### src/rtl/rfmu_pkg.sv
`default_nettype none

package rfmu_pkg;

   // Number of threads that can be queued; one mask bit and one ring entry each.
   localparam int THREADS = 16;
   localparam int TID_W   = 4;
   localparam int RING_W  = (THREADS > 1) ? $clog2(THREADS) : 1;
   localparam int FILL_W  = $clog2(THREADS + 1);
   localparam int COUNT_W = 16;

   typedef enum logic [1:0] {
      OP_LOCK    = 2'd0,
      OP_TRYLOCK = 2'd1,
      OP_UNLOCK  = 2'd2,
      OP_DESTROY = 2'd3
   } op_type;

   typedef enum logic [2:0] {
      ST_OK        = 3'd0,
      ST_WAIT      = 3'd1,
      ST_BUSY      = 3'd2,
      ST_NOT_OWNER = 3'd3,
      ST_OVERFLOW  = 3'd4
   } status_type;

   typedef struct packed {
      op_type           op;
      logic [TID_W-1:0] thread_id;
   } req_type;

   typedef struct packed {
      status_type       status;
      logic             wake_valid;
      logic [TID_W-1:0] wake_thread;
   } rsp_type;

   // Queue commands from the lock controller; push and pop never coincide.
   typedef struct packed {
      logic             push;
      logic             pop;
      logic             clear;
      logic [TID_W-1:0] push_thread;
   } queue_cmd_type;

   // Queue view for the request under decision.
   typedef struct packed {
      logic             empty;
      logic             full;
      logic [TID_W-1:0] head_thread;
      logic             tid_queued;
   } queue_stat_type;

endpackage

`default_nettype wire

### src/rtl/rfmu_wait_queue.sv
`default_nettype none

module rfmu_wait_queue (
   input  wire logic                           clock,
   input  wire logic                           reset,
   input  wire logic [rfmu_pkg::TID_W-1:0]     lookup_thread,
   input  wire rfmu_pkg::queue_cmd_type        cmd,
   output      rfmu_pkg::queue_stat_type       stat
);
   import rfmu_pkg::*;

   logic [TID_W-1:0]  ring_ff [THREADS];
   logic [RING_W-1:0] head_ff, head_in;
   logic [RING_W-1:0] tail_ff, tail_in;
   logic [FILL_W-1:0] fill_ff, fill_in;
   logic [THREADS-1:0] mask_ff, mask_in;
   logic [TID_W-1:0]  head_thread;

   function automatic logic [RING_W-1:0] next_ptr(input logic [RING_W-1:0] ptr);
      logic [RING_W-1:0] nxt;
      if (ptr == RING_W'(THREADS - 1)) begin
         nxt = '0;
      end else begin
         nxt = ptr + 1'b1;
      end
      return nxt;
   endfunction

   assign head_thread = ring_ff[head_ff];

   assign stat.empty       = (fill_ff == '0);
   assign stat.full        = (fill_ff == FILL_W'(THREADS));
   assign stat.head_thread = head_thread;
   assign stat.tid_queued  = mask_ff[RING_W'(lookup_thread)];

   always_comb begin
      head_in = head_ff;
      tail_in = tail_ff;
      fill_in = fill_ff;
      mask_in = mask_ff;
      if (cmd.clear) begin
         head_in = '0;
         tail_in = '0;
         fill_in = '0;
         mask_in = '0;
      end else if (cmd.push) begin
         tail_in = next_ptr(tail_ff);
         fill_in = fill_ff + 1'b1;
         mask_in[RING_W'(cmd.push_thread)] = 1'b1;
      end else if (cmd.pop) begin
         head_in = next_ptr(head_ff);
         fill_in = fill_ff - 1'b1;
         mask_in[RING_W'(head_thread)] = 1'b0;
      end
   end

   always_ff @(posedge clock) begin
      if (reset) begin
         head_ff <= '0;
         tail_ff <= '0;
         fill_ff <= '0;
         mask_ff <= '0;
      end else begin
         head_ff <= head_in;
         tail_ff <= tail_in;
         fill_ff <= fill_in;
         mask_ff <= mask_in;
      end
   end

   // Ring entries are only read while the queue holds them, so they need no reset.
   always_ff @(posedge clock) begin
      if (cmd.push && !cmd.clear) begin
         ring_ff[tail_ff] <= cmd.push_thread;
      end
   end

endmodule

`default_nettype wire

### src/rtl/rfmu_lock_ctrl.sv
`default_nettype none

module rfmu_lock_ctrl (
   input  wire logic                       clock,
   input  wire logic                       reset,
   input  wire logic                       fire,
   input  wire rfmu_pkg::req_type          req,
   input  wire rfmu_pkg::queue_stat_type   qstat,
   output      rfmu_pkg::queue_cmd_type    qcmd,
   output      rfmu_pkg::rsp_type          result
);
   import rfmu_pkg::*;

   logic                owner_valid_ff, owner_valid_in;
   logic [TID_W-1:0]    owner_thread_ff, owner_thread_in;
   logic [COUNT_W-1:0]  nest_count_ff, nest_count_in;

   logic owned;
   logic at_max;
   logic head_match;
   logic tid_out_of_range;

   assign owned            = owner_valid_ff && (owner_thread_ff == req.thread_id);
   assign at_max           = (nest_count_ff == '1);
   assign head_match       = !qstat.empty && (qstat.head_thread == req.thread_id);
   assign tid_out_of_range = (32'(req.thread_id) >= THREADS);

   always_comb begin
      owner_valid_in     = owner_valid_ff;
      owner_thread_in    = owner_thread_ff;
      nest_count_in      = nest_count_ff;
      qcmd               = '0;
      qcmd.push_thread   = req.thread_id;
      result.status      = ST_OK;
      result.wake_valid  = 1'b0;
      result.wake_thread = '0;

      case (req.op)
         OP_LOCK, OP_TRYLOCK: begin
            if (owned) begin
               if (at_max) begin
                  result.status = ST_OVERFLOW;
               end else begin
                  nest_count_in = nest_count_ff + 1'b1;
               end
            end else if (!owner_valid_ff && (qstat.empty || head_match)) begin
               // A free mutex goes to the requester if nobody waits ahead of it.
               qcmd.pop        = head_match;
               owner_valid_in  = 1'b1;
               owner_thread_in = req.thread_id;
               nest_count_in   = COUNT_W'(1);
            end else if (req.op == OP_TRYLOCK || tid_out_of_range) begin
               result.status = ST_BUSY;
            end else begin
               qcmd.push     = !qstat.tid_queued && !qstat.full;
               result.status = ST_WAIT;
            end
         end
         OP_UNLOCK: begin
            if (owned) begin
               if (nest_count_ff <= COUNT_W'(1)) begin
                  owner_valid_in     = 1'b0;
                  owner_thread_in    = '0;
                  nest_count_in      = '0;
                  result.wake_valid  = !qstat.empty;
                  result.wake_thread = qstat.empty ? '0 : qstat.head_thread;
               end else begin
                  nest_count_in = nest_count_ff - 1'b1;
               end
            end else begin
               result.status = ST_NOT_OWNER;
            end
         end
         OP_DESTROY: begin
            if (qstat.empty) begin
               qcmd.clear      = 1'b1;
               owner_valid_in  = 1'b0;
               owner_thread_in = '0;
               nest_count_in   = '0;
            end else begin
               result.status = ST_BUSY;
            end
         end
         default: begin
            result.status = ST_BUSY;
         end
      endcase

      // Nothing changes unless a request is actually executed this cycle.
      if (!fire) begin
         owner_valid_in  = owner_valid_ff;
         owner_thread_in = owner_thread_ff;
         nest_count_in   = nest_count_ff;
         qcmd.push       = 1'b0;
         qcmd.pop        = 1'b0;
         qcmd.clear      = 1'b0;
      end
   end

   always_ff @(posedge clock) begin
      if (reset) begin
         owner_valid_ff  <= 1'b0;
         owner_thread_ff <= '0;
         nest_count_ff   <= '0;
      end else begin
         owner_valid_ff  <= owner_valid_in;
         owner_thread_ff <= owner_thread_in;
         nest_count_ff   <= nest_count_in;
      end
   end

endmodule

`default_nettype wire

### src/rtl/recursive_fifo_mutex_unit.sv
`default_nettype none

// Lock unit for one recursive mutex shared by up to sixteen numbered threads, with a
// first-in first-out queue of waiting threads. Each request (lock, trylock, unlock or
// destroy from one thread) produces exactly one result: a status, and on the final
// unlock of a contended mutex the thread at the head of the queue that should be woken.
// A request is registered on transfer and decided once the result register can take it,
// against the owner, nesting count and queue registers, which are updated in that same
// cycle; the decision is registered as the result. The unit takes one request per clock
// unless results stall; a stalled result holds the decision stage, which then stalls the
// request channel. The thread is woken by the caller; the unit leaves the woken thread
// queued until it retries its lock, at which point it is popped and made owner.
module recursive_fifo_mutex_unit (
   input  wire logic              clock,
   input  wire logic              reset,
   input  wire logic              req_valid,
   output      logic              req_stall,
   input  wire rfmu_pkg::req_type req_data,
   output      logic              rsp_valid,
   input  wire logic              rsp_stall,
   output      rfmu_pkg::rsp_type rsp_data
);
   import rfmu_pkg::*;

   logic           stage_valid_ff, stage_valid_in;
   req_type        stage_ff;
   logic           rsp_valid_ff, rsp_valid_in;
   rsp_type        rsp_ff;
   logic           exec_load;
   logic           req_accept;
   logic           fire;
   queue_cmd_type  qcmd;
   queue_stat_type qstat;
   rsp_type        result;

   assign exec_load  = !rsp_valid_ff || !rsp_stall;
   assign req_stall  = stage_valid_ff && !exec_load;
   assign req_accept = req_valid && !req_stall;
   assign fire       = stage_valid_ff && exec_load;

   assign stage_valid_in = req_accept ? 1'b1 : (exec_load ? 1'b0 : stage_valid_ff);
   assign rsp_valid_in   = exec_load ? stage_valid_ff : rsp_valid_ff;

   rfmu_wait_queue u_queue (
      .clock         (clock),
      .reset         (reset),
      .lookup_thread (stage_ff.thread_id),
      .cmd           (qcmd),
      .stat          (qstat)
   );

   rfmu_lock_ctrl u_ctrl (
      .clock  (clock),
      .reset  (reset),
      .fire   (fire),
      .req    (stage_ff),
      .qstat  (qstat),
      .qcmd   (qcmd),
      .result (result)
   );

   always_ff @(posedge clock) begin
      if (reset) begin
         stage_valid_ff <= 1'b0;
         rsp_valid_ff   <= 1'b0;
      end else begin
         stage_valid_ff <= stage_valid_in;
         rsp_valid_ff   <= rsp_valid_in;
      end
   end

   always_ff @(posedge clock) begin
      if (req_accept) begin
         stage_ff <= req_data;
      end
      if (fire) begin
         rsp_ff <= result;
      end
   end

   assign rsp_valid = rsp_valid_ff;
   assign rsp_data  = rsp_ff;

endmodule

`default_nettype wire

### config.mk
export PLATFORM = sky130hd
export DESIGN_NAME = recursive_fifo_mutex_unit
export DESIGN_NICKNAME = d
export VERILOG_FILES = /design/src/rtl/rfmu_pkg.sv /design/src/rtl/rfmu_wait_queue.sv /design/src/rtl/rfmu_lock_ctrl.sv /design/src/rtl/recursive_fifo_mutex_unit.sv
export SDC_FILE = /design/constraint.sdc
export NUM_CORES = 1
export LEC_CHECK = 0
export CORE_AREA = 4 4 116 118
export CTS_BUF_LIST = sky130_fd_sc_hd__clkbuf_16
export DETAILED_ROUTE_END_ITERATION = 16
export DIE_AREA = 0 0 120 122
export DONT_BUFFER_PORTS = 1
export HOLD_SLACK_MARGIN = 0.06
export PLACE_DENSITY = 0.72
export RECOVER_POWER = 25
export SYNTH_ARGS = -nofsm -noshare
export SYNTH_HDL_FRONTEND = slang
export SYNTH_SLANG_ARGS = --single-unit
### constraint.sdc
create_clock -name clock -period 9.1 [get_ports clock]
set_input_delay 1.82 -clock clock [delete_from_list [all_inputs] [get_ports clock]]
set_output_delay 1.82 -clock clock [all_outputs]
set_load 0.03 [all_outputs]
==> flow_metrics.tcl <==
set metrics [dict create \
    syn_inst 597 \
    die_w_um 120 \
    post_cts_resized 0 \
    ys_top_cells_by_count "78 x edfxtp_1, 65 x nor2_1, 56 x dfxtp_1, 44 x nand2_1, 30 x a21oi_1" \
    overflow 0 \
    fmax_mhz 193 \
    clkTransAtPathRegs_ps 60 \
    grt_start_max_net_pins 32 \
    critPathMostFrequentCell "mux4_2" \
    num_rows 41 \
    grt_pass1_vias 4514 \
    netlist.area_leader.share_pct 35.4 \
    fin_skew_ps 9.27 \
    ys_top_cells_by_area "edfxtp_1 35%, dfxtp_1 17%, mux4_2 5.1%, nor2_1 3.7%, mux2i_1 3.3%" \
    hold_class "reg2reg" \
    cts_root_buf "clkbuf_16" \
    violations "capacitance limit, slew limit" \
    area_delta_synth_final_pct 10.3 \
    slowest_delay_ps 1140 \
    tritoncts "built" \
    async_reset_ff_share_pct 0 \
    ant_nets 0 \
    synth-edff-count 78 \
    synth_top_flop_cell "edfxtp_1" \
    postCtsHoldBufs 0 \
    yosys.cell_count.top_type "edfxtp_1" \
    nFillCells 984 \
    period_share_pct 56.9 \
    final_hold_viol_count 0 \
    start_util_pct 53.1 \
    antenna_cells 0 \
    grt.total_usage_pct 20.9 \
    port_buffers 0 \
    antenna_found_initial 0 \
    drc 0 \
    drt_wl_total_um 14400 \
    crit_slowest_cell "clkbuf_1" \
    syn_avg_cell_area_um2 11.1 \
    die_area_mm2 0.0146 \
    insertion_delay_ps 440 \
    hpwl_um 9550 \
    clockBufferDepth 2 \
    yosysSeqAreaShare_pct 52.3 \
    path_cells "clkbuf_1 -> mux4_2 -> mux4_2 -> nor4bb_1 -> and3_1 -> a31o_2 -> inv_1 -> fa_1 -> a21o_1 -> a21oi_1 -> nor3_1 -> mux2i_1 -> nand3b_1" \
    routedWlPerCell_um 18.8 \
    htreeDepth 4 \
    ys_types 69 \
    arrival_ps 5490 \
    synth.cell_area_mm2 0.00662 \
    setup_viol 0 \
    nets 605 \
    cp-end-kind "flop" \
    grt_pass1_wl_um 23400 \
    min_period_ps 5170 \
    yosys.area.top_type "edfxtp_1" \
    routabilityCongestion 0.874 \
    p_leak_uw 0.00240 \
    synth_fp_nets 619 \
    post-route-util_pct 58.5 \
    slew_headroom_pct -5.99 \
    path_max_fanout 31 \
    dieHeight_um 122 \
    cts.sinks 134 \
    peakVddDrop_uv 154 \
    crit_type "reg2reg" \
    rsz0062_at_grt "false" \
    drt_pass1_iterations 7 \
    maxCapViolations 1 \
    fin_tns_setup_ps 0 \
    startpoint_type "flop" \
    crit_required_ps 9420 \
    vias 4721 \
    drive_gt1_share_pct 13.4 \
    cts_buffers 17 \
    power.density_mw_per_mm2 197 \
    worstMarginPinSlew_ps 1590 \
    via_per_inst 6.15 \
    ioPinCount 20 \
    placeableCoreArea_mm2 0.0125 \
    postCtsSetupBuffers 0 \
    status "complete, but fails checks" \
    ys_ff_latch 134 \
    drt_iter0_markers 599 \
    ys_warn_count 0 \
    drv_slew 32 \
]
[registers in the layout, summed over array words and instances, names as in the netlist, named ones only]
register                cells
u_queue.mask_ff            16
rsp_data                    8
u_ctrl.owner_thread_ff      4
u_queue.fill_ff             5
u_queue.tail_ff             4
rsp_valid                   1
u_ctrl.nest_count_ff       16
u_queue.head_ff             4
stage_valid_ff              1
u_queue.ring_ff            64
u_ctrl.owner_valid_ff       1
stage_ff                    6
[critical path: cells and delay by family, from the launching register on]
family                     cells  cell delay [ps]
buffers and inverters          2             1360
muxes                          3             1270
AOI/OAI and AO/OA              3              920
and+or+nand+nor                4              730
adders and majority gates      1              440
DFF                            1              310
[worst paths after layout]
kind	from	end	slack (ps)	depth (start not counted)
worst max-delay path	stage_ff[0]$_DFFE_PP_	u_queue.fill_ff[4]$_SDFFE_PP0P_	3930	13
worst min-delay path	u_queue.mask_ff[0]$_SDFFE_PP0P_	u_queue.mask_ff[0]$_SDFFE_PP0P_	500	1
worst max register to register	stage_ff[0]$_DFFE_PP_	u_queue.fill_ff[4]$_SDFFE_PP0P_	3930	13
worst min register to register	u_queue.mask_ff[0]$_SDFFE_PP0P_	u_queue.mask_ff[0]$_SDFFE_PP0P_	500	1
[cell families after synthesis]
logic type	Yosys count	share of synthesized area, %
adders and majority gates	12	2.38
and+or+nand+nor	202	14.6
buffers and inverters	56	3.89
DFF	134	52.3
AOI/OAI and AO/OA	137	15.4
xor gates and xnor gates	12	1.82
muxes	44	9.62
[stage by stage]
stage / instance area (um^2) / setup WS [ps] / total power (uW) / hold slack (ps) / std cells
final: 7300 / 3930 / 1440 / 497 / 768
after global routing: 7300 / 3440 / 1490 / 516 / 768
after CTS: 7300 / 4380 / 1450 / 499 / 768
after detailed placement: 6690 / 4410 / 757 / 485 / 736
after global placement: 6690 / 4500 / 754 / 459 / 736
after floorplan: 6620 / 4420 / 738 / 444 / 597
[final cells by class]
cell class / instances / area [um^2] / share of cell area (%)
Timing Repair Buffer: 7 / 48.8 / 0.669
Clock buffer: 20 / 500 / 6.86
Multi-Input combinational cell: 407 / 2900 / 39.7
Tap cell: 172 / 215 / 2.95
Inverter: 16 / 60.1 / 0.823
Clock inverter: 12 / 113 / 1.54
Sequential cell: 134 / 3460 / 47.5
[metal layers]
layer | wire length (um) | global-route usage, %
met5 | 0 | 0
met4 | 271 | 8.80
met3 | 1090 | 6.04
met2 | 6770 | 32.2
met1 | 6300 | 27.9
[cells in the final DEF (no fill, tap or decap), types with 6 or more instances in the layout]
cell,count
mux2_2,7
dfxtp_1,56
inv_1,16
edfxtp_1,78
o22ai_1,8
mux2i_1,22
nor3_1,22
xnor2_1,7
a21oi_1,30
clkbuf_16,20
ha_1,11
a31oi_1,12
nand2b_1,6
and3_1,7
o21ai_0,15
buf_4,6
nand3_1,17
a31o_2,8
nor2b_1,9
nand2_1,44
a211oi_1,13
a311oi_1,6
nor2_1,65
mux4_2,15
[power breakdown]
| group | total (uW) | switching (uW) | internal (uW) |
|---|---|---|---|
| clock | 694 | 268 | 426 |
| sequential | 667 | 18.2 | 648 |
| combinational | 78.5 | 49.8 | 28.7 |
Power figures use the tool's default switching activity.
